[src/psu_ram.sv]
// Generic single-write, single-read RAM with registered read data.
`timescale 1ns / 1ps

module psu_ram #(
    parameter int WIDTH = 8,
    parameter int DEPTH = 256
) (
    input  logic                     clk,
    input  logic                     we,
    input  logic [$clog2(DEPTH)-1:0] waddr,
    input  logic [WIDTH-1:0]         wdata,
    input  logic                     re,
    input  logic [$clog2(DEPTH)-1:0] raddr,
    output logic [WIDTH-1:0]         rdata
);

    logic [WIDTH-1:0] mem_reg [DEPTH];
    logic [WIDTH-1:0] rdata_reg;

    always_ff @(posedge clk)
    begin
        if (we)
        begin
            mem_reg[waddr] <= wdata;
        end
        if (re)
        begin
            rdata_reg <= mem_reg[raddr];
        end
    end

    assign rdata = rdata_reg;

endmodule

[config.mk]
export PLATFORM = sky130hd
export DESIGN_NAME = psu_ram
export DESIGN_NICKNAME = d
export VERILOG_FILES = /design/src/psu_ram.sv
export SDC_FILE = /design/constraint.sdc
export NUM_CORES = 2
export LEC_CHECK = 0
export BUFFER_PORTS_ARGS = -buffer_cell sky130_fd_sc_hd__buf_2
export CAP_MARGIN = 10
export CORE_UTILIZATION = 43
export CTS_CLUSTER_DIAMETER = 80
export DETAILED_ROUTE_END_ITERATION = 10
export PLACE_DENSITY = 0.62
export SLEW_MARGIN = 15
export SYNTH_ARGS = -nofsm -noshare
export SYNTH_HDL_FRONTEND = slang
export SYNTH_SLANG_ARGS = --single-unit
[constraint.sdc]
create_clock -name clk -period 2 [get_ports clk]
set_input_delay 0.1 -clock clk [delete_from_list [all_inputs] [get_ports clk]]
set_output_delay 0.1 -clock clk [all_outputs]
set_load 0.02 [all_outputs]
==> metrics.csv <==
metric;value;unit
status;complete, but fails checks;
HP Start;waddr[7];
routed via count;41200;
PortBufs;34;
Nets;4522;
GRT Overall Usage;22.2;%
Max Fclk;393;MHz
critical path startpoint;mem_reg[83][2]$_DFFE_PP_;
cell area after synthesis;79600;um2
Post-synth ARST share;0;%
crit start category;register;
Die Width;432;um
Core Rows;157;
relative slew slack;39.1;%
ANT nets after route;0;
Clock H-tree levels;4;
GP Congestion;0.921;
total power;89.4;mW
initial antenna violation count;6;
placed cells;6737;
ys flop type;edfxtp_1;
vias in the first global route;41200;
gr ovfl total;0;
die area;187000;um2
Pwr Density;939;nW/um2
Ys Warns;0;
final hold violation count;0;
final setup vio count;8;
post-synthesis sequential area ratio;77.5;%
CTS tree;done;
clock buffer depth;3;
clock skew after layout;28.7;ps
Area contributors post-synth;edfxtp_1, mux4_2, mux2i_1;
WL/cell;28.9;um
first-pass GRT wire length;296000;um
Pleak;30.8;nW
starting density of the core;43.4;%
RSZ-0062 raised after global routing;true;
DP HPWL;139000;um
max reg flops;2048;
largest net degree at the start of global routing;93;
worst hold path type;in -> reg;
crit path time final;2540;ps
Worst Path Required;2590;ps
Core ar.;183000;um2
reg2reg start;mem_reg[83][2]$_DFFE_PP_;
TritonCTS Buffers;202;
Die Y;432;um
worst-path maximum fanout;1;
Max IR drop VDD;0.989;mV
Sink Count;2056;
Yosys cell types;54;
most instantiated cells after synthesis;edfxtp_1, mux4_2, nor2_1, mux2i_1, a22oi_1;
Crit Path Class;reg -> reg;
critical path endpoint category;register;
syn_area_per_cell;21.3;um2
violated checks;setup timing;
P&R area growth vs syn;19.5;%
iteration-0 DRC count of the detailed router;5099;
Worst Slack Setup Final;-543;ps
area leader, netlist;edfxtp_1;
most numerous cell in the Yosys netlist;edfxtp_1;
Max Cap Viol;0;
final WL;206000;um
1st-pass router iterations;8;
share of post-route cells with drive strength above 1;33.8;%
EDFF count, synth;2056;
DRC;0;
Synth Net Count;3760;
max-slew violations;0;
CTS root buf;clkbuf_16;
Clock Latency Late Sink;860;ps
Synth Register Bits;2056;
Syn Inst Count;3733;
Worst-path clk slew;60;ps
Vias per Instance;5.77;
post-route insts no fill;7132;
post-CTS setup buffers;0;
WP data arrival;3130;ps
top-area cell type share of the netlist area;77.5;%
Hold WS;104;ps
Top-Level Pins;35;
Tcrit/Tclk final;127;%
worst-margin pin slew;913;ps
metal layers:
metal	part of all wire [%]	vias to the layer above	routed length [um]	global-route usage, %
li1	-	17200	-	-
met4	2.8	2	5860	6.24
met1	42	21900	85600	31.9
met3	7.8	307	16100	3.71
met5	0.0049	-	10	0
met2	48	1769	98200	35.0
area by class of cell:
type                            instances  area [um2]
Clock inverter                        126        1130
Clock buffer                          248        5250
Timing Repair Buffer                  791        7070
Tap cell                             2464        3080
Antenna cell                            3        7.51
Fill cell                           14500       88300
Sequential cell                      2056       61700
Multi-Input combinational cell       1442       16900
Inverter                                2        7.51
worst paths after layout:
kind | to | slack, ps | cells past startpoint
hold reg to reg | rdata[5]$_DFFE_PP_ | 1200 | 6
hold / removal | mem_reg[198][1]$_DFFE_PP_ | 100 | 5
setup / recovery | rdata[2]$_DFFE_PP_ | -540 | 6
setup reg to reg | rdata[2]$_DFFE_PP_ | -540 | 6
power breakdown:
group          switching, mW  total (mW)  leakage [nW]  internal [mW]
sequential            0.0799        47.6          18.5           47.5
combinational           3.10        5.23          9.24           2.13
clock                   16.4        36.6          3.09           20.2
total                   19.5        89.4          30.8           69.8
worst max-delay path: stages (launching register included):
cell      delay, ps
edfxtp_1        360
mux4_2          530
mux4_2          520
nor2b_4         160
nor4_4          460
buf_4           210
nor4_2           30
through the flow:
stage | TNS [ps] | utilization [%] | setup WS, ps | instance area, um2
2_1_floorplan | -371 | - | -57.4 | 79900
3_3_place_gp | -10440 | 48.1 | -1680 | 88200
3_5_place_dp | -10120 | 48.1 | -1580 | 88200
4_1_cts | -3090 | 51.8 | -523 | 95000
5_1_grt | -3400 | 51.9 | -509 | 95100
6_report | -3060 | 51.9 | -543 | 95200
what timing repair did:
| item | 4_1_cts | 5_1_grt |
|---|---|---|
| hold endpoints to repair | 1669 | 0 |
| endpoints found under the setup margin | 8 | 20 |
| resized for setup | 36 | 25 |
| gates cloned | 0 | 0 |
| pin swaps | 9 | 7 |
| hold buffers | 19 | 0 |
layout by cell type (no fill, tap or decap), drive strengths merged, types with 10 or more instances in the layout:
master and instances:
o22ai 28, dlygate4sd3 19, o21ai 12, buf 769, a221oi 14, nand3 34, mux4 456, nor2b 31
bufinv 11, nor2 282, clkinv 104, nand4 10, clkbuf 251, nand2 33, a21oi 96, a22oi 133
nor4 27, nor3 22, o211ai 10, edfxtp 2056, mux2i 134, o221ai 47, a211oi 16
kinds of logic (layout without fill, tap and decap cells):
logic type / after synthesis / in the layout / share of synthesized area, %
compound gates: 385 / 385 / 3.42
buf+inv: 235 / 1167 / 1.83
flops: 2056 / 2056 / 77.5
mux: 591 / 591 / 14.6
other cells: 0 / 3 / 0
simple gates: 466 / 466 / 2.63
No activity file was read; power rests on OpenSTA's default activity.
