$ cat src/psu_pkg.sv
// Shared constants, codes and item types of the PNG scanline unfilter.
`timescale 1ns / 1ps

package psu_pkg;

    localparam int MAX_ROW_BYTES = 65536;
    localparam int COL_W         = $clog2(MAX_ROW_BYTES);
    localparam int ROW_BYTES_W   = 17;
    localparam int BPP_W         = 3;
    localparam int HEIGHT_W      = 15;
    localparam int CFG_W         = 17;
    localparam int CFG_IDX_W     = 2;
    localparam int MAX_BPP       = 4;
    localparam int TAP_W         = $clog2(MAX_BPP);

    // Configuration register indexes.
    localparam logic [CFG_IDX_W-1:0] REG_ROW_BYTES = 2'd0;
    localparam logic [CFG_IDX_W-1:0] REG_BPP       = 2'd1;
    localparam logic [CFG_IDX_W-1:0] REG_HEIGHT    = 2'd2;

    // Filter type codes.
    localparam logic [2:0] FILT_NONE  = 3'd0;
    localparam logic [2:0] FILT_SUB   = 3'd1;
    localparam logic [2:0] FILT_UP    = 3'd2;
    localparam logic [2:0] FILT_AVG   = 3'd3;
    localparam logic [2:0] FILT_PAETH = 3'd4;

    localparam int CQ_DEPTH = 4;
    localparam int RQ_DEPTH = 4;

    // One data byte, classified and positioned by the front end.
    typedef struct packed {
        logic [7:0]       data;
        logic [COL_W-1:0] col;
        logic [2:0]       filter;
        logic             bad;
        logic             row_end;
        logic             image_end;
        logic             first_row;
        logic             left_ok;
        logic [TAP_W-1:0] tap;
    } cmd_t;

    typedef struct packed {
        logic [7:0] pixel;
        logic       row_end;
        logic       image_end;
        logic       bad;
    } result_t;

    function automatic logic [7:0] paeth_pick(input logic [7:0] a, input logic [7:0] b,
                                              input logic [7:0] c);
        logic signed [10:0] da;
        logic signed [10:0] db;
        logic signed [10:0] dc;
        logic [9:0]         pa;
        logic [9:0]         pb;
        logic [9:0]         pc;
        // With p = a + b - c: |p - a| = |b - c|, |p - b| = |a - c|, |p - c| = |a + b - 2c|.
        da = $signed({3'b000, b}) - $signed({3'b000, c});
        db = $signed({3'b000, a}) - $signed({3'b000, c});
        dc = $signed({3'b000, a}) + $signed({3'b000, b}) - $signed({2'b00, c, 1'b0});
        pa = da[10] ? 10'(-da) : 10'(da);
        pb = db[10] ? 10'(-db) : 10'(db);
        pc = dc[10] ? 10'(-dc) : 10'(dc);
        if (pa <= pb && pa <= pc)
            return a;
        else if (pb <= pc)
            return b;
        else
            return c;
    endfunction

endpackage

$ cat src/psu_front.sv
// Front end: configuration registers, filter-type capture and row/column tracking.
`timescale 1ns / 1ps

module psu_front (
    input  logic                          clk,
    input  logic                          rst_n,
    input  logic                          cfg_write,
    input  logic [psu_pkg::CFG_IDX_W-1:0] cfg_index,
    input  logic [psu_pkg::CFG_W-1:0]     cfg_data,
    input  logic                          push,
    input  logic [7:0]                    stream_byte,
    output logic                          full,
    input  logic                          cq_full,
    output logic                          cq_push,
    output psu_pkg::cmd_t                 cq_cmd
);

    logic [psu_pkg::ROW_BYTES_W-1:0] row_bytes_reg;
    logic [psu_pkg::BPP_W-1:0]       bpp_reg;
    logic [psu_pkg::HEIGHT_W-1:0]    height_reg;

    logic [psu_pkg::COL_W-1:0]    col_reg;
    logic [psu_pkg::COL_W-1:0]    col_next;
    logic [psu_pkg::HEIGHT_W-1:0] row_reg;
    logic [psu_pkg::HEIGHT_W-1:0] row_next;
    logic [2:0]                   filter_reg;
    logic [2:0]                   filter_next;
    logic                         awaiting_reg;
    logic                         awaiting_next;
    logic                         bad_reg;
    logic                         bad_next;

    logic [psu_pkg::ROW_BYTES_W-1:0] eff_rb;
    logic [psu_pkg::HEIGHT_W-1:0]    eff_h;
    logic [psu_pkg::TAP_W-1:0]       tap;
    logic [psu_pkg::BPP_W-1:0]       eff_bpp;
    logic [psu_pkg::COL_W-1:0]       x;
    logic                            at_end;
    logic                            last_row;
    logic                            accept;

    always_comb
    begin
        if (row_bytes_reg == '0)
            eff_rb = psu_pkg::ROW_BYTES_W'(1);
        else if (row_bytes_reg > psu_pkg::ROW_BYTES_W'(psu_pkg::MAX_ROW_BYTES))
            eff_rb = psu_pkg::ROW_BYTES_W'(psu_pkg::MAX_ROW_BYTES);
        else
            eff_rb = row_bytes_reg;

        eff_h = (height_reg == '0) ? psu_pkg::HEIGHT_W'(1) : height_reg;

        if (bpp_reg == '0)
            tap = '0;
        else if (bpp_reg > psu_pkg::BPP_W'(psu_pkg::MAX_BPP))
            tap = psu_pkg::TAP_W'(psu_pkg::MAX_BPP - 1);
        else
            tap = psu_pkg::TAP_W'(bpp_reg - psu_pkg::BPP_W'(1));
        eff_bpp = psu_pkg::BPP_W'({1'b0, tap}) + psu_pkg::BPP_W'(1);

        // A column past a narrowed row width is pinned to the last column.
        if ({1'b0, col_reg} >= eff_rb)
            x = psu_pkg::COL_W'(eff_rb - psu_pkg::ROW_BYTES_W'(1));
        else
            x = col_reg;

        at_end   = ({1'b0, x} + psu_pkg::ROW_BYTES_W'(1)) >= eff_rb;
        last_row = at_end
                && (({1'b0, row_reg} + 16'd1) >= {1'b0, eff_h});
    end

    assign full    = !awaiting_reg && cq_full;
    assign accept  = push && !full;
    assign cq_push = accept && !awaiting_reg;

    always_comb
    begin
        cq_cmd.data      = stream_byte;
        cq_cmd.col       = x;
        cq_cmd.filter    = filter_reg;
        cq_cmd.bad       = bad_reg;
        cq_cmd.row_end   = at_end;
        cq_cmd.image_end = last_row;
        cq_cmd.first_row = (row_reg == '0);
        cq_cmd.left_ok   = x >= psu_pkg::COL_W'(eff_bpp);
        cq_cmd.tap       = tap;
    end

    always_comb
    begin
        col_next      = col_reg;
        row_next      = row_reg;
        filter_next   = filter_reg;
        awaiting_next = awaiting_reg;
        bad_next      = bad_reg;
        if (accept)
        begin
            if (awaiting_reg)
            begin
                bad_next      = stream_byte > 8'd4;
                filter_next   = bad_next ? psu_pkg::FILT_NONE : stream_byte[2:0];
                awaiting_next = 1'b0;
                col_next      = '0;
            end
            else if (at_end)
            begin
                awaiting_next = 1'b1;
                col_next      = '0;
                row_next      = last_row ? '0 : row_reg + psu_pkg::HEIGHT_W'(1);
            end
            else
            begin
                col_next = x + psu_pkg::COL_W'(1);
            end
        end
    end

    always_ff @(posedge clk or negedge rst_n)
    begin
        if (!rst_n)
        begin
            row_bytes_reg <= psu_pkg::ROW_BYTES_W'(1);
            bpp_reg       <= psu_pkg::BPP_W'(1);
            height_reg    <= psu_pkg::HEIGHT_W'(1);
            col_reg       <= '0;
            row_reg       <= '0;
            filter_reg    <= psu_pkg::FILT_NONE;
            awaiting_reg  <= 1'b1;
            bad_reg       <= 1'b0;
        end
        else
        begin
            if (cfg_write)
            begin
                case (cfg_index)
                    psu_pkg::REG_ROW_BYTES: row_bytes_reg <= cfg_data[psu_pkg::ROW_BYTES_W-1:0];
                    psu_pkg::REG_BPP:       bpp_reg       <= cfg_data[psu_pkg::BPP_W-1:0];
                    psu_pkg::REG_HEIGHT:    height_reg    <= cfg_data[psu_pkg::HEIGHT_W-1:0];
                    default: ;
                endcase
            end
            col_reg      <= col_next;
            row_reg      <= row_next;
            filter_reg   <= filter_next;
            awaiting_reg <= awaiting_next;
            bad_reg      <= bad_next;
        end
    end

endmodule

$ cat config.mk
export PLATFORM = sky130hd
export DESIGN_NAME = psu_front
export DESIGN_NICKNAME = d
export VERILOG_FILES = /design/src/psu_pkg.sv /design/src/psu_front.sv
export SDC_FILE = /design/constraint.sdc
export NUM_CORES = 1
export LEC_CHECK = 0
export ABC_AREA = 1
export ABC_CLOCK_PERIOD_IN_PS = 6200
export BUFFER_PORTS_ARGS = -buffer_cell sky130_fd_sc_hd__buf_2
export CAP_MARGIN = 15
export CORE_UTILIZATION = 60
export DETAILED_ROUTE_END_ITERATION = 16
export HOLD_SLACK_MARGIN = 0.03
export PLACE_DENSITY = 0.82
export SKIP_CTS_REPAIR_TIMING = 1
export SLEW_MARGIN = 40
export SYNTH_ARGS = -nofsm -noshare
export SYNTH_HDL_FRONTEND = slang
export SYNTH_SLANG_ARGS = --single-unit
$ cat constraint.sdc
create_clock -name clk -period 6.2 [get_ports clk]
set_input_delay 0.62 -clock clk [delete_from_list [all_inputs] [get_ports clk]]
set_output_delay 0.62 -clock clk [all_outputs]
set_load 0.02 [all_outputs]
==> qor.txt <==
status: completed
top cells by count, synth: nand2_1 (189), inv_1 (109), dfrtp_1 (67), nand3_1 (67), o21ai_0 (64)
relative slew slack: 51.1%
dominant cell type by area after synthesis: dfrtp_1
GRT met3 Usage: 5.06%
Setup Crit Path Kind: register to output port
Fill cells: 732
GR Layer Usage met1: 43.8%
P per Cell Area: 485 nW/um2
layout cells sized above 1: 24.6%
core area: 9370 um2
Starting Density: 62.8%
final hold vios: 0
Yosys warnings: 0
Area after DPL: 6280 um2
drt total wl: 16800 um
detailed-route via count: 5980
switching power: 0.00180 W
asr flop ratio synth: 100%
CP Max Fanout: 6
DRT antenna net count: 0
storage element area: 1790 um2
syn nets: 908
Vert. Die Dim: 101 um
P&R area growth vs syn: 19.0%
Iter 0 DRT Violations: 513
I/O pins: 68
Layout Nets: 996
worst r2r path cells: 35
total leakage power: 3.68 nW
Seq pwr share: 21.4%
Setup TNS: 0 ns
Residual DRC: 0
area of the multi-input gates: 3760 um2
CTS Root Cell: clkbuf_8
fin crit share: 98.3%
pin count of the biggest net entering global routing: 72
vias in the first global route: 5373
max-cap viol count: 0
total CTS buffers: 9
Final setup violation count: 0
Synth top area share: 28.5%
synthesized area: 5890 um2
post-DP HPWL: 12200 um
synth top area cells: dfrtp_1 (28%), ha_1 (12%), nand2_1 (12%)
# clock sinks: 71
Netlist cell types: 50
gr usage total: 32.6%
Syn Area/Cell: 7.19 um2
max frequency: 164 MHz
Critical Path RT: 5.58 ns
GPL Wtd Cong: 1.04
worst slew pin tran: 0.724 ns
die area: 10200 um2
Yosys reg bits: 71
peak supply drop: 280 uV
Final Cell Area: 7010 um2
Net Sw Frac: 53.0%
cell row count: 35
Clk pin slew, worst setup/hold paths: 0.08 ns
slowest CP cell: dfrtp_2
sequential area share after synthesis: 30.3%
Arr. time, crit path: 5.47 ns
initial antenna violation count: 0
worst hold path class: input pin to async pin
CP Capture Type: output port
H-tree depth: 3
gr busiest metal: met2
Comb power frac: 68.6%
DIE WIDTH: 101 um
Layout Skew: 0.0107 ns
max reg flops: 17
Clock Latency Late Sink: 0.35 ns
GRT Residual Overflow: 0
grt met2 use: 53.0%
Setup crit start kind: register
clock share of power: 10.0%
diode count: 0
DR pass1 iterations: 5
TritonCTS clock tree: yes
PortBufs: 67
WHS: 0.388 ns
number of synthesized flops with an enable pin: 0
vias per cell: 5.74
Avg WL per Cell: 16.2 um
Pins Over Slew Limit: 0
dominant synthesized flop cell: dfrtp_1
top-count cell post-synth: nand2_1
final worst path period need: 6.09 ns
Int Power: 0.00160 W
Slowest Stage Delay on Critical Path: 0.44 ns
CTS Buffer Depth: 2
cell count after synthesis: 819
first-pass GRT wire length: 25700 um
## critical path, delay by kind of cell (launching register included)
family | cells | cell delay (ns)
AO/OA/AOI/OAI | 1 | 0.19
adder cells (fa/ha/maj) | 2 | 0.60
buffers and inverters | 4 | 0.58
flip-flops | 1 | 0.44
AND/OR/NAND/NOR | 24 | 3.30
## power groups by stage
stage / registers, W / logic (W) / clock network, W
after global routing: 0.000735 / 0.00259 / 0.000363
final: 0.000727 / 0.00233 / 0.000342
after CTS: 0.000714 / 0.00202 / 0.000349
after floorplan: 0.000673 / 0.00152 / 0
after detailed placement: 0.000719 / 0.00201 / 0
after global placement: 0.000713 / 0.00196 / 0
## final cells by class
class | instances | share of cell area [%]
clock buffer | 9 | 1.77
clock inverter | 7 | 0.697
inverter | 119 | 6.41
multi-input combinational | 598 | 53.7
sequential | 71 | 25.5
tap | 129 | 2.30
timing repair buffer | 108 | 9.56
## cell families after synthesis
kind of cell             after synthesis  share of synthesized area, %
AO/OA/AOI/OAI                        133                          13.3
flip-flops                            71                          30.3
multiplexers                           1                         0.191
AND/OR/NAND/NOR                      384                          29.4
buffers and inverters                153                          11.7
XOR/XNOR                              20                          2.98
adder cells (fa/ha/maj)               57                          12.1
## cells in the final DEF (no fill, tap or decap), types with 13 or more instances in the layout
master and instances:
nand2_1 174, inv_1 108, buf_2 66, o21ai_0 63, dfrtp_1 62, nand3_1 58, ha_1 49, nor2_1 42
buf_4 38, nand2_2 23, a21oi_1 22, xor2_1 18, nand4_1 17, o21ai_1 13, nor3_1 13
## routing by layer
metal | wire length (um) | share of wire (%)
met5 | 0 | 0
met4 | 527 | 3.1
met3 | 1290 | 7.7
met2 | 7890 | 47
met1 | 7140 | 42
## stage by stage
step	util, %	setup slack, ns	instances	total power, W
2_1_floorplan	-	0.536	819	0.00219
3_3_place_gp	66.9	0.312	997	0.00268
3_5_place_dp	67.0	0.128	997	0.00273
4_1_cts	68.9	-0.265	1013	0.00309
5_1_grt	74.8	-0.173	1041	0.00368
6_report	74.8	0.106	1041	0.00340
## worst paths after layout
kind	startpoint	slack (ns)	to
max	row_bytes_reg[1]	0.11	cq_cmd[5]
min reg2reg	filter_reg[1]	0.51	filter_reg[1]
max in group asynchronous	rst_n	5.33	row_bytes_reg[1]
max reg2reg	row_bytes_reg[1]	0.51	row_reg[5]
min	rst_n	0.39	height_reg[11]
min in group clk	push	0.42	awaiting_reg
No activity file was read; power rests on OpenSTA's default activity.
