===== config.mk =====
export PLATFORM = sky130hd
export DESIGN_NAME = psu_cmd_queue
export DESIGN_NICKNAME = d
export VERILOG_FILES = /design/src/psu_pkg.sv /design/src/psu_cmd_queue.sv
export SDC_FILE = /design/constraint.sdc
export NUM_CORES = 1
export LEC_CHECK = 0
export ABC_AREA = 0
export BUFFER_PORTS_ARGS = -buffer_cell sky130_fd_sc_hd__buf_2
export CORE_MARGIN = 4
export CORE_UTILIZATION = 48
export CTS_CLUSTER_DIAMETER = 150
export DETAILED_ROUTE_END_ITERATION = 10
export PLACE_DENSITY = 0.68
export SYNTH_ARGS = -nofsm -noshare
export SYNTH_HDL_FRONTEND = slang
export SYNTH_SLANG_ARGS = --single-unit

===== constraint.sdc =====
create_clock -name clk -period 3.2 [get_ports clk]
set_clock_uncertainty 0.1 [all_clocks]
set_input_delay 0.48 -clock clk [delete_from_list [all_inputs] [get_ports clk]]
set_output_delay 0.48 -clock clk [all_outputs]
set_load 0.02 [all_outputs]

===== src/psu_pkg.sv =====
// Shared constants, codes and item types of the PNG scanline unfilter.
`timescale 1ns / 1ps

package psu_pkg;

    localparam int MAX_ROW_BYTES = 65536;
    localparam int COL_W         = $clog2(MAX_ROW_BYTES);
    localparam int ROW_BYTES_W   = 17;
    localparam int BPP_W         = 3;
    localparam int HEIGHT_W      = 15;
    localparam int CFG_W         = 17;
    localparam int CFG_IDX_W     = 2;
    localparam int MAX_BPP       = 4;
    localparam int TAP_W         = $clog2(MAX_BPP);

    // Configuration register indexes.
    localparam logic [CFG_IDX_W-1:0] REG_ROW_BYTES = 2'd0;
    localparam logic [CFG_IDX_W-1:0] REG_BPP       = 2'd1;
    localparam logic [CFG_IDX_W-1:0] REG_HEIGHT    = 2'd2;

    // Filter type codes.
    localparam logic [2:0] FILT_NONE  = 3'd0;
    localparam logic [2:0] FILT_SUB   = 3'd1;
    localparam logic [2:0] FILT_UP    = 3'd2;
    localparam logic [2:0] FILT_AVG   = 3'd3;
    localparam logic [2:0] FILT_PAETH = 3'd4;

    localparam int CQ_DEPTH = 4;
    localparam int RQ_DEPTH = 4;

    // One data byte, classified and positioned by the front end.
    typedef struct packed {
        logic [7:0]       data;
        logic [COL_W-1:0] col;
        logic [2:0]       filter;
        logic             bad;
        logic             row_end;
        logic             image_end;
        logic             first_row;
        logic             left_ok;
        logic [TAP_W-1:0] tap;
    } cmd_t;

    typedef struct packed {
        logic [7:0] pixel;
        logic       row_end;
        logic       image_end;
        logic       bad;
    } result_t;

    function automatic logic [7:0] paeth_pick(input logic [7:0] a, input logic [7:0] b,
                                              input logic [7:0] c);
        logic signed [10:0] da;
        logic signed [10:0] db;
        logic signed [10:0] dc;
        logic [9:0]         pa;
        logic [9:0]         pb;
        logic [9:0]         pc;
        // With p = a + b - c: |p - a| = |b - c|, |p - b| = |a - c|, |p - c| = |a + b - 2c|.
        da = $signed({3'b000, b}) - $signed({3'b000, c});
        db = $signed({3'b000, a}) - $signed({3'b000, c});
        dc = $signed({3'b000, a}) + $signed({3'b000, b}) - $signed({2'b00, c, 1'b0});
        pa = da[10] ? 10'(-da) : 10'(da);
        pb = db[10] ? 10'(-db) : 10'(db);
        pc = dc[10] ? 10'(-dc) : 10'(dc);
        if (pa <= pb && pa <= pc)
            return a;
        else if (pb <= pc)
            return b;
        else
            return c;
    endfunction

endpackage


===== src/psu_cmd_queue.sv =====
// Short flip-flop queue of classified data bytes between front and back end.
`timescale 1ns / 1ps

module psu_cmd_queue (
    input  logic          clk,
    input  logic          rst_n,
    input  logic          push,
    input  psu_pkg::cmd_t push_cmd,
    output logic          full,
    input  logic          pop,
    output logic          valid,
    output psu_pkg::cmd_t head
);

    localparam int PTR_W = $clog2(psu_pkg::CQ_DEPTH);

    psu_pkg::cmd_t    slot_reg [psu_pkg::CQ_DEPTH];
    logic [PTR_W-1:0] wr_ptr_reg;
    logic [PTR_W-1:0] rd_ptr_reg;
    logic [PTR_W:0]   count_reg;
    logic [PTR_W:0]   count_next;

    assign full  = count_reg == (PTR_W + 1)'(psu_pkg::CQ_DEPTH);
    assign valid = count_reg != '0;
    assign head  = slot_reg[rd_ptr_reg];

    always_comb
    begin
        count_next = count_reg;
        if (push && !pop)
            count_next = count_reg + (PTR_W + 1)'(1);
        else if (pop && !push)
            count_next = count_reg - (PTR_W + 1)'(1);
    end

    always_ff @(posedge clk)
    begin
        if (push)
        begin
            slot_reg[wr_ptr_reg] <= push_cmd;
        end
    end

    always_ff @(posedge clk or negedge rst_n)
    begin
        if (!rst_n)
        begin
            wr_ptr_reg <= '0;
            rd_ptr_reg <= '0;
            count_reg  <= '0;
        end
        else
        begin
            if (push)
                wr_ptr_reg <= wr_ptr_reg + PTR_W'(1);
            if (pop)
                rd_ptr_reg <= rd_ptr_reg + PTR_W'(1);
            count_reg <= count_next;
        end
    end

endmodule


==> results of run 1 <==
path summary, 6_finish.rpt:
kind                                from               to  slack [ps]
setup / recovery           rd_ptr_reg[0]         head[13]         410
hold / removal                       pop    rd_ptr_reg[0]          70
setup reg to reg           wr_ptr_reg[0]  slot_reg[0][20]        1340
hold reg to reg             count_reg[2]     count_reg[2]         370
max in group asynchronous          rst_n    rd_ptr_reg[0]        2580
min in group asynchronous          rst_n     count_reg[2]         240
routing by layer:
layer / global-route usage / vias to the layer above
li1: - / 1088
met1: 0.194 / 1243
met2: 0.234 / 67
met3: 0.0584 / 8
met4: 0.0601 / 2
met5: 0 / -
cells by family (layout without fill, tap and decap cells):
| kind of cell | after synthesis | after routing | synth area share |
|---|---|---|---|
| buffers and inverters | 12 | 120 | 0.0199 |
| XOR/XNOR | 6 | 6 | 0.00981 |
| multiplexers | 35 | 35 | 0.149 |
| flip-flops | 143 | 143 | 0.795 |
| adder cells (fa/ha/maj) | 6 | 6 | 0.0154 |
| AND/OR/NAND/NOR | 9 | 9 | 0.00935 |
| AO/OA/AOI/OAI | 1 | 1 | 0.000934 |
through the flow:
step | hold slack [ps] | instances | setup slack [ps] | area, µm²
after floorplan | 84.4 | 212 | 1250 | 5360
after global routing | 45.0 | 460 | 263 | 6560
final | 72.2 | 460 | 405 | 6560
after CTS | 45.2 | 460 | 336 | 6560
after detailed placement | 233 | 427 | 899 | 5890
after global placement | 225 | 427 | 917 | 5890
power breakdown:
group | internal (mW) | total, mW | switching, mW
Clock | 1.46 | 2.16 | 0.700
Sequential | 2.46 | 2.63 | 0.174
Combinational | 0.761 | 1.76 | 1.00
Total | 4.68 | 6.56 | 1.87
cells in the final DEF (no fill, tap or decap):
| cell | n |
|---|---|
| and2_2 | 4 |
| buf_2 | 73 |
| buf_4 | 10 |
| bufinv_16 | 6 |
| clkbuf_1 | 2 |
| clkbuf_16 | 16 |
| clkbuf_8 | 3 |
| clkinv_2 | 3 |
| clkinv_4 | 2 |
| dfrtp_1 | 5 |
| dfrtp_2 | 2 |
| dlygate4sd3_1 | 1 |
| edfxtp_1 | 136 |
| fa_1 | 1 |
| ha_1 | 5 |
| inv_1 | 4 |
| mux2_2 | 1 |
| mux4_1 | 6 |
| mux4_2 | 28 |
| nand2_1 | 2 |
| nor2_1 | 1 |
| nor3b_1 | 1 |
| o21ai_0 | 1 |
| or3_1 | 1 |
| xnor2_1 | 2 |
| xor2_1 | 4 |
area by class of cell:
class / instances / area share
clock inverter: 11 / 0.0324
timing repair buffer: 84 / 0.0687
inverter: 4 / 0.00229
multi-input combinational: 57 / 0.152
tap: 140 / 0.0267
clock buffer: 21 / 0.0685
sequential: 143 / 0.650
==> flow_summary.yaml, run 1 <==
run_status:
  status: "completed"
floorplan:
  initial_core_util: 0.492
  fp.dieW_um: 114
  rows: 38
  io_pins: 74
  fp.coreArea_um2: 10900
  die_area_um2: 12900
  die_y_um: 114
finish:
  drive_gt1_frac: 0.463
  finalNetCount: 351
  multiInputGateArea_um2: 995
  largest_reg_flops: 136
  antenna_cells: 0
  num-fill-cells: 792
  fin_util: 0.602
  area_growth_pct: 22.5
  seq_area_um2: 4260
synthesis:
  syn_nets: 256
  synth_top_area_cell: "edfxtp_1"
  synth-main-ff-cell: "edfxtp_1"
  postSynthAreaPerCell_um2: 25.3
  synth_top_area_frac: 0.763
  synth_area_um2: 5360
  ys_warn_count: 0
  async_reset_ff_frac: 0.0490
  synthTopCellsByCount: "edfxtp_1, mux4_2, dfrtp_1"
  syn_inst: 212
  ys_seq_area_frac: 0.795
  synth_seq_cells: 143
  synth.distinct_cells: 19
  synth.most_common_cell: "edfxtp_1"
  synth_edf_count: 136
  netlist_top_cells_area: "edfxtp_1, mux4_2, dfrtp_1"
sta:
  hold_viol: 0
  setup_tns_ps: 0
  worst_slew_pin_slew_ps: 538
  drv_slew: 0
  fin_crit_sh: 0.873
  setup_viol: 0
  grt_setup_unrepaired: "false"
  min_period_ps: 2790
  fmax_mhz: 358
  relSlewSlack: 0.642
worst_setup_path:
  cp_num_cells: 3
  path_buf_inv: 2
  cp-end-kind: "primary output"
  cp_top_family: "flip-flops"
  worstPathCellList: "buf_4 > mux4_2 > buf_2"
  setup.worst_path.start_class: "flip-flop"
  cp.arrival_ps: 2210
  cp_max_fo: 13
  ff2ff_path_depth: 4
  cp_slowest_cell: "dfrtp_2"
  path_class: "flip-flop to primary output"
  critPathMaxStageDelay_ps: 610
  required_ps: 2620
clocking:
  clock_path_buffers: 2
  clkTransAtPathRegs_ps: 60
  clock-sinks: 143
  cts_buffers: 17
  clk_latency_ps: 510
  htree_levels: 4
  cts_hold_buffers: 1
  cts-root-buf: "clkbuf_8"
  cts_setup_buffers: 0
  ctsResizeCount: 0
  cts_tree: "built"
detailed_routing:
  met3_length_um: 514
  routed.top_layer: "met5"
  ant_nets: 0
  wire_per_inst_um: 19.6
  drtPass1Iterations: 4
  drt_wl_total_um: 9000
  vias: 2408
  met1_length_um: 3930
  drcViolationCount: 0
  initialDrtViolationCount: 105
  viasPerCell: 5.23
  wl_met2_um: 4440
placed_design:
  dp_hpwl_um: 5650
  io_buffers: 73
  finalWeightedCongestion: 0.689
grt:
  grt_pass1_vias: 2520
  grt_max_degree: 29
  grt_pass1_wl_um: 14100
  grt_overflow: 0
  grt_usage: 0.151
  antenna_found_initial: 1
power:
  total_power_mw: 6.56
  irDropWorstVdd_mv: 0.452
  leakage_nw: 2.35
  powerDensity_nw_per_um2: 1000
hold_path:
  hp-class: "primary input to flip-flop"
  hold_depth: 2
flow_run:
  max_cap_violations: 0
Note: power is estimated with default switching activity, not from simulation.
==> inputs of run 2 (changes only) <==
--- a/config.mk
+++ b/config.mk
@@ -9,6 +9,7 @@
 export BUFFER_PORTS_ARGS = -buffer_cell sky130_fd_sc_hd__buf_2
 export CORE_MARGIN = 4
 export CORE_UTILIZATION = 48
+export CTS_BUF_LIST = sky130_fd_sc_hd__clkbuf_2 sky130_fd_sc_hd__clkbuf_4 sky130_fd_sc_hd__clkbuf_8
 export CTS_CLUSTER_DIAMETER = 150
 export DETAILED_ROUTE_END_ITERATION = 10
 export PLACE_DENSITY = 0.68
==> run 2 against run 1 <==
  * Final cell count unchanged
  * Critical endpoint unchanged
  * Non-clock buffer count did not move
  * Wire length fell by 1.3%
==> flow_summary.yaml, run 2 (synthesized netlist as in run 1, its figures left out) <==
sta:
  fin_hold_ws_ps: 145
  fmax_mhz: 370
  worst_slew_pin_slew_ps: 541
  hold_viol: 0
  setup_tns_ps: 0
  fin_crit_sh: 0.845
  relSlewSlack: 0.639
  drv_slew: 0
  min_period_ps: 2710
  grt_setup_unrepaired: "false"
  setup_viol: 0
clocking:
  clk_latency_ps: 430
  clock-sinks: 143
  clkTransAtPathRegs_ps: 70
  htree_levels: 4
  cts_buffers: 17
  cts_tree: "built"
  cts_setup_buffers: 0
  ctsResizeCount: 0
  clock_path_buffers: 2
  cts-root-buf: "clkbuf_8"
worst_setup_path:
  path_class: "flip-flop to primary output"
  setup.worst_path.start_class: "flip-flop"
  cp.arrival_ps: 2130
  cp_top_family: "flip-flops"
  worstPathCellList: "buf_4 > mux4_2 > buf_2"
  required_ps: 2620
  cp-end-kind: "primary output"
  cp_max_fo: 13
  path_buf_inv: 2
  cp_slowest_cell: "dfrtp_2"
  critPathMaxStageDelay_ps: 600
power:
  swShare: 0.297
  p_comb_frac: 0.289
  p_switching_mw: 1.81
  p_int_mw: 4.28
  powerDensity_nw_per_um2: 953
  p_clk_frac: 0.280
  irDropWorstVdd_mv: 0.464
  p_seq_frac: 0.431
  leakage_nw: 2.28
floorplan:
  fp.dieW_um: 114
  die_y_um: 114
  fp.coreArea_um2: 10900
  die_area_um2: 12900
  initial_core_util: 0.492
  rows: 38
  io_pins: 74
finish:
  final_cell_count_no_fill: 460
  largest_reg_flops: 136
  num-fill-cells: 814
  layout_commonest_cell: "edfxtp_1"
  finalNetCount: 351
  drive_gt1_frac: 0.469
  final_cell_mix: "edfxtp_1, buf_2, mux4_2"
  area_growth_pct: 19.3
  antenna_cells: 0
detailed_routing:
  initialDrtViolationCount: 113
  wire_per_inst_um: 19.3
  drcViolationCount: 0
  viasPerCell: 5.18
  drt_wl_total_um: 8880
  ant_nets: 0
  vias: 2385
  drtPass1Iterations: 4
grt:
  grt_max_degree: 29
  grt_util_met1: 0.192
  gr-usage-met2: 0.231
  grt.met3_usage: 0.0568
  grt_pass1_vias: 2541
  grt_usage: 0.150
  grt_pass1_wl_um: 14000
  antenna_found_initial: 1
  grt_overflow: 0
  top_usage_layer: "met2"
placed_design:
  dp_hpwl_um: 5650
  dp.cells: 427
  finalWeightedCongestion: 0.689
  io_buffers: 73
hold_path:
  hp-class: "primary input to flip-flop"
run_status:
  status: "completed"
flow_run:
  max_cap_violations: 0
-- run 2: cell counts in the layout (fill, tap and decap cells not counted) --
No cell type changed its count.
-- run 2: cell type report --
class	instances	area (µm²)	area share
Multi-Input combinational cell	57	995	0.156
Clock buffer	21	277	0.0433
Inverter	4	15.0	0.00235
Timing Repair Buffer	84	450	0.0705
Tap cell	140	175	0.0274
Clock inverter	11	213	0.0333
Sequential cell	143	4260	0.667
-- run 2: through the flow --
step	total power, mW	instance area, µm²	utilization	setup WS, ps
2_1_floorplan	3.96	5360	-	1250
3_3_place_gp	4.45	5890	0.541	917
3_5_place_dp	4.49	5890	0.541	899
4_1_cts	6.20	6390	0.587	404
5_1_grt	6.41	6390	0.587	332
6_report	6.09	6390	0.587	495
-- run 2: routing by layer --
layer,wire (µm),vias to the layer above,part of all wire
met2,4380,74,0.49
met3,549,15,0.062
met5,13,-,0.0015
met4,128,2,0.014
li1,-,1078,-
met1,3800,1216,0.43
-- run 2: repair_timing --
action,CTS,global route
endpoints found under the hold margin,7,0
endpoints found under the setup margin,0,0
hold buffers,1,0
-- run 2: power groups by stage --
stage               sequential, mW  combinational, mW  clock, mW
global route                  2.66               1.91       1.84
floorplan                     2.57               1.39          0
CTS                           2.63               1.81       1.76
detailed placement            2.68               1.81          0
global placement              2.66               1.79          0
finish                        2.63               1.76       1.71
-- run 2: path summary, 6_finish.rpt --
kind | start | endpoint | slack [ps] | cells after the start
setup reg to reg | wr_ptr_reg[0] | slot_reg[0][4] | 1340 | 4
hold / removal | pop | rd_ptr_reg[0] | 140 | 2
hold reg to reg | count_reg[2] | count_reg[2] | 380 | 1
min in group asynchronous | rst_n | count_reg[2] | 310 | 2
max in group asynchronous | rst_n | rd_ptr_reg[1] | 2510 | 2
setup / recovery | rd_ptr_reg[0] | head[13] | 490 | 3
-- run 2: worst register-to-register path: cells and delay by family, from the launching register on --
family / cells / cell delay (ps)
flip-flops: 1 / 430
AND/OR/NAND/NOR: 1 / 490
buffers and inverters: 2 / 420
adder cells (fa/ha/maj): 1 / 140
