$ cat src/psu_pkg.sv
// Shared constants, codes and item types of the PNG scanline unfilter.
`timescale 1ns / 1ps

package psu_pkg;

    localparam int MAX_ROW_BYTES = 65536;
    localparam int COL_W         = $clog2(MAX_ROW_BYTES);
    localparam int ROW_BYTES_W   = 17;
    localparam int BPP_W         = 3;
    localparam int HEIGHT_W      = 15;
    localparam int CFG_W         = 17;
    localparam int CFG_IDX_W     = 2;
    localparam int MAX_BPP       = 4;
    localparam int TAP_W         = $clog2(MAX_BPP);

    // Configuration register indexes.
    localparam logic [CFG_IDX_W-1:0] REG_ROW_BYTES = 2'd0;
    localparam logic [CFG_IDX_W-1:0] REG_BPP       = 2'd1;
    localparam logic [CFG_IDX_W-1:0] REG_HEIGHT    = 2'd2;

    // Filter type codes.
    localparam logic [2:0] FILT_NONE  = 3'd0;
    localparam logic [2:0] FILT_SUB   = 3'd1;
    localparam logic [2:0] FILT_UP    = 3'd2;
    localparam logic [2:0] FILT_AVG   = 3'd3;
    localparam logic [2:0] FILT_PAETH = 3'd4;

    localparam int CQ_DEPTH = 4;
    localparam int RQ_DEPTH = 4;

    // One data byte, classified and positioned by the front end.
    typedef struct packed {
        logic [7:0]       data;
        logic [COL_W-1:0] col;
        logic [2:0]       filter;
        logic             bad;
        logic             row_end;
        logic             image_end;
        logic             first_row;
        logic             left_ok;
        logic [TAP_W-1:0] tap;
    } cmd_t;

    typedef struct packed {
        logic [7:0] pixel;
        logic       row_end;
        logic       image_end;
        logic       bad;
    } result_t;

    function automatic logic [7:0] paeth_pick(input logic [7:0] a, input logic [7:0] b,
                                              input logic [7:0] c);
        logic signed [10:0] da;
        logic signed [10:0] db;
        logic signed [10:0] dc;
        logic [9:0]         pa;
        logic [9:0]         pb;
        logic [9:0]         pc;
        // With p = a + b - c: |p - a| = |b - c|, |p - b| = |a - c|, |p - c| = |a + b - 2c|.
        da = $signed({3'b000, b}) - $signed({3'b000, c});
        db = $signed({3'b000, a}) - $signed({3'b000, c});
        dc = $signed({3'b000, a}) + $signed({3'b000, b}) - $signed({2'b00, c, 1'b0});
        pa = da[10] ? 10'(-da) : 10'(da);
        pb = db[10] ? 10'(-db) : 10'(db);
        pc = dc[10] ? 10'(-dc) : 10'(dc);
        if (pa <= pb && pa <= pc)
            return a;
        else if (pb <= pc)
            return b;
        else
            return c;
    endfunction

endpackage

$ cat src/psu_back.sv
// Back end: line-store read, filter reconstruction, neighbor history and result queue.
`timescale 1ns / 1ps

module psu_back (
    input  logic                      clk,
    input  logic                      rst_n,
    input  logic                      cq_valid,
    input  psu_pkg::cmd_t             cq_head,
    output logic                      cq_pop,
    output logic                      ram_re,
    output logic [psu_pkg::COL_W-1:0] ram_raddr,
    input  logic [7:0]                ram_rdata,
    output logic                      ram_we,
    output logic [psu_pkg::COL_W-1:0] ram_waddr,
    output logic [7:0]                ram_wdata,
    input  logic                      pop,
    output logic                      empty,
    output psu_pkg::result_t          result
);

    localparam int RPTR_W = $clog2(psu_pkg::RQ_DEPTH);

    logic          s1_valid_reg;
    psu_pkg::cmd_t s1_cmd_reg;
    logic          fwd_reg;
    logic [7:0]    fwd_data_reg;
    logic [7:0]    left_reg  [psu_pkg::MAX_BPP];
    logic [7:0]    above_reg [psu_pkg::MAX_BPP];

    psu_pkg::result_t  rq_reg [psu_pkg::RQ_DEPTH];
    logic [RPTR_W-1:0] rq_wr_reg;
    logic [RPTR_W-1:0] rq_rd_reg;
    logic [RPTR_W:0]   rq_count_reg;
    logic [RPTR_W:0]   rq_count_next;

    logic       rq_full;
    logic       s1_done;
    logic       rq_pop;
    logic [7:0] a;
    logic [7:0] b;
    logic [7:0] c;
    logic [8:0] ab_sum;
    logic [7:0] pred;
    logic [7:0] v;

    assign rq_full = rq_count_reg == (RPTR_W + 1)'(psu_pkg::RQ_DEPTH);
    assign empty   = rq_count_reg == '0;
    assign rq_pop  = pop && !empty;
    assign result  = rq_reg[rq_rd_reg];

    assign s1_done = s1_valid_reg && !rq_full;
    assign cq_pop  = cq_valid && (!s1_valid_reg || s1_done);

    assign ram_re    = cq_pop;
    assign ram_raddr = cq_head.col;
    assign ram_we    = s1_done;
    assign ram_waddr = s1_cmd_reg.col;
    assign ram_wdata = v;

    always_comb
    begin
        // The byte above is zero on the first row; else it comes from the store, or straight
        // from the write that landed on the same column in the cycle of the read.
        if (s1_cmd_reg.first_row)
            b = 8'h00;
        else if (fwd_reg)
            b = fwd_data_reg;
        else
            b = ram_rdata;
        a = s1_cmd_reg.left_ok ? left_reg[s1_cmd_reg.tap] : 8'h00;
        c = (s1_cmd_reg.left_ok && !s1_cmd_reg.first_row) ? above_reg[s1_cmd_reg.tap] : 8'h00;
        ab_sum = {1'b0, a} + {1'b0, b};

        case (s1_cmd_reg.filter)
            psu_pkg::FILT_SUB:   pred = a;
            psu_pkg::FILT_UP:    pred = b;
            psu_pkg::FILT_AVG:   pred = ab_sum[8:1];
            psu_pkg::FILT_PAETH: pred = psu_pkg::paeth_pick(a, b, c);
            default:             pred = 8'h00;
        endcase
        v = s1_cmd_reg.data + pred;
    end

    always_ff @(posedge clk or negedge rst_n)
    begin
        if (!rst_n)
        begin
            s1_valid_reg <= 1'b0;
        end
        else if (cq_pop)
        begin
            s1_valid_reg <= 1'b1;
        end
        else if (s1_done)
        begin
            s1_valid_reg <= 1'b0;
        end
    end

    always_ff @(posedge clk)
    begin
        if (cq_pop)
        begin
            s1_cmd_reg   <= cq_head;
            fwd_reg      <= s1_done && (s1_cmd_reg.col == cq_head.col);
            fwd_data_reg <= v;
        end
        if (s1_done)
        begin
            for (int i = psu_pkg::MAX_BPP - 1; i > 0; i--)
            begin
                left_reg[i]  <= left_reg[i-1];
                above_reg[i] <= above_reg[i-1];
            end
            left_reg[0]  <= v;
            above_reg[0] <= b;
            rq_reg[rq_wr_reg] <= '{pixel: v, row_end: s1_cmd_reg.row_end,
                                   image_end: s1_cmd_reg.image_end, bad: s1_cmd_reg.bad};
        end
    end

    always_comb
    begin
        rq_count_next = rq_count_reg;
        if (s1_done && !rq_pop)
            rq_count_next = rq_count_reg + (RPTR_W + 1)'(1);
        else if (rq_pop && !s1_done)
            rq_count_next = rq_count_reg - (RPTR_W + 1)'(1);
    end

    always_ff @(posedge clk or negedge rst_n)
    begin
        if (!rst_n)
        begin
            rq_wr_reg    <= '0;
            rq_rd_reg    <= '0;
            rq_count_reg <= '0;
        end
        else
        begin
            if (s1_done)
                rq_wr_reg <= rq_wr_reg + RPTR_W'(1);
            if (rq_pop)
                rq_rd_reg <= rq_rd_reg + RPTR_W'(1);
            rq_count_reg <= rq_count_next;
        end
    end

endmodule

$ cat config.mk
export PLATFORM = sky130hd
export DESIGN_NAME = psu_back
export DESIGN_NICKNAME = d
export VERILOG_FILES = /design/src/psu_pkg.sv /design/src/psu_back.sv
export SDC_FILE = /design/constraint.sdc
export NUM_CORES = 1
export LEC_CHECK = 0
export ABC_CLOCK_PERIOD_IN_PS = 15480
export BUFFER_PORTS_ARGS = -buffer_cell sky130_fd_sc_hd__buf_2
export CORE_ASPECT_RATIO = 1.5
export CORE_UTILIZATION = 50
export CTS_CLUSTER_DIAMETER = 200
export CTS_CLUSTER_SIZE = 30
export DETAILED_ROUTE_END_ITERATION = 10
export MAX_ROUTING_LAYER = met4
export PLACE_DENSITY = 0.74
export SLEW_MARGIN = 10
export SYNTH_ARGS = -nofsm -noshare
export SYNTH_HDL_FRONTEND = slang
export SYNTH_SLANG_ARGS = --single-unit
$ cat constraint.sdc
create_clock -name clk -period 15.48 [get_ports clk]
set_clock_uncertainty 0.05 [all_clocks]
set_input_delay 3.87 -clock clk [delete_from_list [all_inputs] [get_ports clk]]
set_output_delay 3.87 -clock clk [all_outputs]
set_load 0.02 [all_outputs]
==> results.yml, run 1 <==
yosys:
  synth-xor-area-share_pct: 6.109
  synth-async-reset-ratio_pct: 4.969
  ys_warn_count: 0
  synth_compound_area_share_pct: 9.754
  synth_top_family_by_area: "adder cells"
  syn_area_um2: 9749
  synthMuxAreaShare_pct: 8.611
  ys_seq_area_share_pct: 48.97
  postSynthCellCount: 782
  synthAdderAreaFrac_pct: 11.96
  avgSynthCellArea_um2: 12.47
  ys_types: 69
  synth-seq-cells: 161
  synth_ff_type: "edfxtp_1"
  synth_edf_count: 151
  yosys.area_share.simple_pct: 8.958
placement:
  gp_congestion: 0.9305
  dpl.hpwl_mm: 16.27
  io_buffers: 100
routing:
  drcViolationCount: 0
  drt_iter0_drc: 407
  ant_nets: 0
  wl_per_cell_um: 19.05
  firstDrtPassIters: 5
  vias_per_cell: 5.606
  vias: 6357
  wirelength_mm: 21.61
cells_and_area:
  n_antenna_cell: 0
  layout_common_cells: "151 x edfxtp_1, 100 x buf_2, 74 x ha_1, 59 x inv_1, 48 x xnor2_1"
  final_nets: 997
  final_common_cell: "edfxtp_1"
  areaGrowthSynthToFinish_pct: 12.05
  drive_above_1_share_pct: 22.32
  largest_reg_flops: 44
setup_path:
  ff2ff_setup_slack_ps: 7100
  r2r-end: "fwd_data_reg[7]"
  end_kind: "output pin"
  crit_path_max_fanout: 4
  critical_path.max_stage_delay_ps: 540
  reg2regPathDepth: 33
  crit_type: "input pin to output pin"
  endpoint: "ram_wdata[7]"
  cpMostUsedCell: "a21oi_1"
  worstSetupStartpoint: "ram_rdata[3]"
  cp.required_ps: 11560
  cp_slowest_cell: "fa_1"
  start_kind: "input pin"
  crit_arrival_ps: 10910
sta:
  tightest_slew_ps: 882.5
  setup_viol: 0
  slew_viol_final: 0
  rsz0062_at_grt: "false"
  fmax_ghz: 0.06742
  fin_crit_sh_pct: 95.81
  setup_tns_ps: 0
  slew_headroom_pct: 41.17
  min_period_ps: 14830
  hold_viol: 0
worst_hold_path:
  hold_class: "flip-flop to flip-flop"
clocking:
  clk_path_buf_depth: 2
  cts_setup_buffers: 0
  holdBufCountCts: 0
  numCtsBuffers: 17
  clock_latency_ps: 430
  cts_tree: "done"
  clock_sinks: 161
  clk_pin_slew_ps: 60
  clockRootBuffer: "clkbuf_16"
  cts-resized-gates: 0
  htreeDepth: 4
die:
  ios: 101
  die_area_um2: 20070
  floorplan.initialDensity_pct: 50.88
  die_h_um: 173.0
  row_count: 62
  die_x_um: 116.0
  core_area_um2: 19160
grt:
  grt_util_all_layers_pct: 23.68
  grt_first_pass_wirelength_mm: 34.16
  antenna_found_initial: 0
  grt_max_degree: 74
  grt_pass1_vias: 6631
  overflow: 0
run:
  maxCapViolations: 0
status:
  outcome: "finished clean"
-- worst min-delay path by stage --
stage                               start               to  cells past startpoint
after floorplan            left_reg[2][7]   left_reg[3][7]                      0
after global placement     left_reg[2][7]   left_reg[3][7]                      0
after detailed placement   left_reg[2][7]   left_reg[3][7]                      0
after CTS                 above_reg[2][5]  above_reg[3][5]                      0
after global routing      above_reg[2][5]  above_reg[3][5]                      0
final                     above_reg[0][3]  above_reg[1][3]                      0
-- final cells by class --
class                           count  area [µm²]
Sequential cell                   161        4775
Timing Repair Buffer              111       583.1
Clock inverter                     12       132.6
Fill cell                        1597        8237
Multi-Input combinational cell    514        4452
Clock buffer                       20       436.7
Tap cell                          256       320.3
Inverter                           60       225.2
-- critical path: cells and delay by family --
family	cells	cell delay, ps
AO/OA/AOI/OAI	11	2000
XOR/XNOR	2	430
adder cells (fa/ha/maj)	4	1420
buffers and inverters	3	490
multiplexers	2	600
AND/OR/NAND/NOR	11	2100
-- logic make-up after synthesis --
logic type	count (synthesis)
flip-flops	161
other	2
AND/OR/NAND/NOR	171
buffers and inverters	109
multiplexers	50
adder cells (fa/ha/maj)	86
XOR/XNOR	68
AO/OA/AOI/OAI	135
-- Yosys cell counts, types with 9 or more instances --
library cell  instances  area [µm²]
edfxtp_1            151        4534
ha_1                 74       925.9
inv_1                60       225.2
xnor2_1              48       420.4
nor2_1               46       172.7
a21oi_1              41       205.2
nand2_1              37       138.9
buf_4                35       262.8
mux4_2               26       585.6
xor2_1               20       175.2
o21ai_0              18       90.09
a21o_1               17       127.6
mux2i_1              13       130.1
nor3_1               13       65.06
and2_1               12       75.07
fa_1                 12       240.2
mux2_2               11       123.9
clkbuf_1              9       33.78
nand3_1               9       45.04
-- layer usage --
layer,up-vias,share of wire [%],GRT usage (%)
li1,3021,-,-
met1,3065,38,25.32
met2,203,53,41.07
met3,68,3.4,3.435
met4,0,5.5,13.41
met5,-,0,-
-- metrics by stage --
step	instance area, µm²	util, %	cells	hold slack [ps]	setup WS (ps)
after floorplan	9757	-	784	370.4	1128
after global placement	10350	54.04	1102	372.4	781.2
after detailed placement	10350	54.04	1102	379.4	696.9
after CTS	10920	57.01	1134	396.1	655.1
after global routing	10920	57.01	1134	406.8	113.9
final	10920	57.01	1134	396.4	648.0
Power of run 1 is left out: the tool's default activity adds up to more than one toggle a clock period on the data nets, which glitch-free logic cannot reach.
==> inputs of run 2 (changes only) <==
==> constraint.sdc (replaced) <==
create_clock -name clk -period 15.48 [get_ports clk]
set_clock_uncertainty 0.05 [all_clocks]
set_input_delay 2.322 -clock clk [delete_from_list [all_inputs] [get_ports clk]]
set_output_delay 2.322 -clock clk [all_outputs]
set_load 0.02 [all_outputs]
==> run 2 against run 1 <==
Against the previous run:
- worst hold slack improved by 1.8 ps
- non-clock buffer count fell by 6
- wire length fell by 2.9%
- largest cell class unchanged
- highest routed layer unchanged
==> results.yml, run 2 (synthesis results as in run 1) <==
placement:
  dpl.hpwl_mm: 16.17
  gp_congestion: 0.9282
  io_buffers: 100
  pre_cts_slack_ps: 3286
sta:
  fin_crit_sh_pct: 78.77
  setup_viol: 0
  min_period_ps: 12190
  setup_tns_ps: 0
  slew_headroom_pct: 38.89
  tightest_slew_ps: 916.6
  setup_ws_ps: 3287
  fmax_ghz: 0.08202
  fin_hold_ws_ps: 398.3
  rsz0062_at_grt: "false"
  slew_viol_final: 0
  hold_viol: 0
cells_and_area:
  largest_reg_flops: 44
  seq_area_um2: 4775
  final_nets: 991
  areaGrowthSynthToFinish_pct: 11.42
  nFillCells: 1598
  multiInputGateArea_um2: 4452
  layout_common_cells: "151 x edfxtp_1, 100 x buf_2, 74 x ha_1, 59 x inv_1, 48 x xnor2_1"
  final_common_cell: "edfxtp_1"
  drive_above_1_share_pct: 22.13
  postLayoutCoreUtil_pct: 56.69
routing:
  drt-met1-wl_mm: 7.955
  dr_wl_met2_mm: 11.25
  wirelength_mm: 20.98
  vias_per_cell: 5.681
  vias: 6414
  drt_iter0_drc: 392
  firstDrtPassIters: 5
  ant_nets: 0
  top_layer_used: "met4"
  wl_per_cell_um: 18.58
  route.met3.wl_um: 724
  drcViolationCount: 0
setup_path:
  crit_type: "input pin to output pin"
  critPathTopFamily: "compound AO/OA/AOI/OAI gates"
  crit_arrival_ps: 9820
  end_kind: "output pin"
  critical_path.max_stage_delay_ps: 520
  start_kind: "input pin"
  cp_slowest_cell: "fa_1"
  cp.required_ps: 13110
  cpMostUsedCell: "a21oi_1"
  crit_path_max_fanout: 8
  critical_path_buf_inv_count: 3
clocking:
  numCtsBuffers: 17
  cts_setup_buffers: 0
  holdBufCountCts: 0
  htreeDepth: 4
  cts-resized-gates: 0
  clock_sinks: 161
  clock_latency_ps: 420
  cts_tree: "done"
  clk_path_buf_depth: 2
  clockRootBuffer: "clkbuf_16"
  clk_pin_slew_ps: 60
grt:
  grt_max_degree: 75
  grt_pass1_vias: 6451
  antenna_found_initial: 1
  grt_util_all_layers_pct: 22.83
  grt_first_pass_wirelength_mm: 32.98
  overflow: 0
status:
  outcome: "finished clean"
die:
  die_h_um: 173.0
  row_count: 62
  ios: 101
  floorplan.initialDensity_pct: 50.88
  die_x_um: 116.0
  die_area_um2: 20070
  core_area_um2: 19160
worst_hold_path:
  hold_class: "flip-flop to flip-flop"
run:
  maxCapViolations: 0
==> run 2: changes by cell type in the layout (fill, tap and decap cells not counted), sizes merged, moves of 2 or more <==
cell      delta
buf          -6
bufinv       -2
clkbuf       -2
clkinv       -2
clkinvlp     +2
inv          +4
==> run 2: worst paths after layout <==
check,start,end,slack [ps],cells past startpoint
max,ram_rdata[3],ram_wdata[7],3290,33
min,above_reg[0][5],above_reg[1][5],400,0
max reg2reg,flip-flop,left_reg[0][7],6870,33
min reg2reg,above_reg[0][5],above_reg[1][5],400,0
max in group asynchronous,rst_n,rq_count_reg[1],13530,1
min in group asynchronous,rst_n,rq_wr_reg[0],1680,1
==> run 2: cell type report <==
class | instances | area share (%)
flip-flops and latches | 161 | 43.95
well taps | 256 | 2.949
inverters | 60 | 2.073
multi-input cells | 514 | 40.98
clock inverters | 14 | 1.117
repair buffers | 105 | 4.953
diodes | 1 | 0.02304
clock buffers | 18 | 3.951
==> run 2: routing by layer <==
layer  up-vias  track usage (%)
met5         -                -
met4         0            12.23
met3        63            3.435
met2       189            40.03
met1      3140            24.22
li1       3022                -
==> run 2: through the flow <==
stage / std cells / area, µm²
2_1_floorplan: 784 / 9757
3_3_place_gp: 1096 / 10310
3_5_place_dp: 1096 / 10310
4_1_cts: 1128 / 10860
5_1_grt: 1129 / 10860
6_report: 1129 / 10860
Power of run 2 is left out for the same reason.
==> inputs of run 3 (changes only) <==
- ABC_CLOCK_PERIOD_IN_PS: 15480 -> 10500
- PLACE_DENSITY: 0.74 -> 0.77
- clock period: 15.48 -> 10.5 ns (I/O delays scaled with it)
==> run 3 against run 2 <==
Against the previous run:
- wire length is 4.4% higher
- critical path depth stayed put
- utilization is 1.5 points higher
- first-iteration DRC count is 12% lower
- setup slack worse by 2900 ps
- global-route usage is 0.83 points higher
- worst hold slack better by 2.3 ps
- clock-buffer cell count is 1 lower
- flip-flop and latch count stayed put
- cell count is 2.2% higher
==> results.yml, run 3 (synthesis results as in run 1) <==
status:
  outcome: "finished clean"
cells_and_area:
  drive_above_1_share_pct: 25.17
  n_antenna_cell: 0
  largest_reg_flops: 44
  final_common_cell: "edfxtp_1"
  areaGrowthSynthToFinish_pct: 14.33
  finalNonFillerCells: 1154
  final_nets: 1017
  layout_common_cells: "151 x edfxtp_1, 99 x buf_2, 73 x ha_1, 59 x inv_1, 47 x xnor2_1"
die:
  floorplan.initialDensity_pct: 50.88
  die_x_um: 116.0
  core_area_um2: 19160
  row_count: 62
  ios: 101
  die_h_um: 173.0
  die_area_um2: 20070
routing:
  ant_nets: 0
  dr_wl_met2_mm: 11.91
  vias_per_cell: 5.638
  drcViolationCount: 0
  top_layer_used: "met4"
  wirelength_mm: 21.91
  route.met3.wl_um: 827
  vias: 6506
  drt-met1-wl_mm: 7.942
  wl_per_cell_um: 18.99
  drt_iter0_drc: 345
  firstDrtPassIters: 5
grt:
  antenna_found_initial: 0
  grt_first_pass_wirelength_mm: 34.30
  grt_max_degree: 74
  overflow: 0
  grt_util_all_layers_pct: 23.66
  grt_pass1_vias: 6720
sta:
  slew_headroom_pct: 41.58
  fin_hold_ws_ps: 400.5
  setup_tns_ps: 0
  min_period_ps: 10080
  tightest_slew_ps: 876.3
  hold_viol: 0
  setup_ws_ps: 421.0
  fin_crit_sh_pct: 95.99
  setup_viol: 0
  fmax_ghz: 0.09922
  slew_viol_final: 0
setup_path:
  ff2ff_setup_slack_ps: 2410
  crit_arrival_ps: 8450
  r2r-end: "fwd_data_reg[7]"
  crit_path_max_fanout: 5
  reg2regPathDepth: 34
  cp_slowest_cell: "fa_1"
  start_kind: "input pin"
  crit_type: "input pin to output pin"
  end_kind: "output pin"
  critical_path.max_stage_delay_ps: 550
  cp.required_ps: 8880
clocking:
  clock_sinks: 161
  holdBufCountCts: 0
  htreeDepth: 4
  clock_latency_ps: 430
  numCtsBuffers: 17
  cts_tree: "done"
  clk_pin_slew_ps: 70
  clk_path_buf_depth: 2
  clockRootBuffer: "clkbuf_16"
worst_hold_path:
  hold_start: "left_reg[2][4]"
  hold_class: "flip-flop to flip-flop"
  hold_path_end: "left_reg[3][4]"
  holdPathStages: 0
placement:
  io_buffers: 100
  dp_cells: 1122
  pre_cts_slack_ps: 226.1
  gp_congestion: 0.9478
  dpl.hpwl_mm: 17.24
run:
  maxCapViolations: 0
run 3: cell count changes in the layout (fill, tap and decap cells not counted), sizes merged:
| cell | delta |
|---|---|
| buf | +26 |
| diode | -1 |
| clkinvlp | +1 |
| clkinv | -1 |
| bufinv | +2 |
| clkbuf | -1 |
| inv | -1 |
run 3: cell type report:
type,instances,area (µm²)
tap,256,320.3
sequential,161,4775
clock buffer,17,425.4
timing repair buffer,131,735.7
inverter,60,225.2
fill,1484,8014
clock inverter,15,192.7
multi-input combinational,514,4473
run 3: timing repair:
action,4_1_cts,5_1_grt
endpoints found under the setup margin,0,2
resized for setup,0,7
hold endpoints to repair,0,0
setup buffers,0,0
run 3: how the worst max path moves through the flow:
| stage | start | endpoint | slack [ps] |
|---|---|---|---|
| after floorplan | ram_rdata[2] | ram_wdata[7] | 740 |
| after global placement | ram_rdata[2] | ram_wdata[7] | 380 |
| after detailed placement | ram_rdata[2] | ram_wdata[7] | 230 |
| after CTS | ram_rdata[2] | ram_wdata[7] | 190 |
| after global routing | ram_rdata[3] | ram_wdata[7] | -20 |
| final | ram_rdata[2] | ram_wdata[7] | 420 |
run 3: stage by stage:
step	utilization (%)	cell area [µm²]
after global routing	58.18	11150
final	58.18	11150
after floorplan	-	9757
after CTS	58.05	11120
after global placement	54.83	10510
after detailed placement	54.83	10510
run 3: critical path: cells and delay by family:
kind            cells  cell delay [ps]
compound gates     13             2420
xor+xnor            3              540
fa+ha+maj           4             1430
buf+inv             3              320
mux                 2              410
simple gates        8             1770
run 3: routing by layer:
| layer | vias up | GRT usage, % |
|---|---|---|
| li1 | 3061 | - |
| met1 | 3148 | 23.85 |
| met2 | 216 | 41.79 |
| met3 | 81 | 4.136 |
| met4 | 0 | 13.94 |
| met5 | - | - |
Power of run 3 is left out for the same reason.
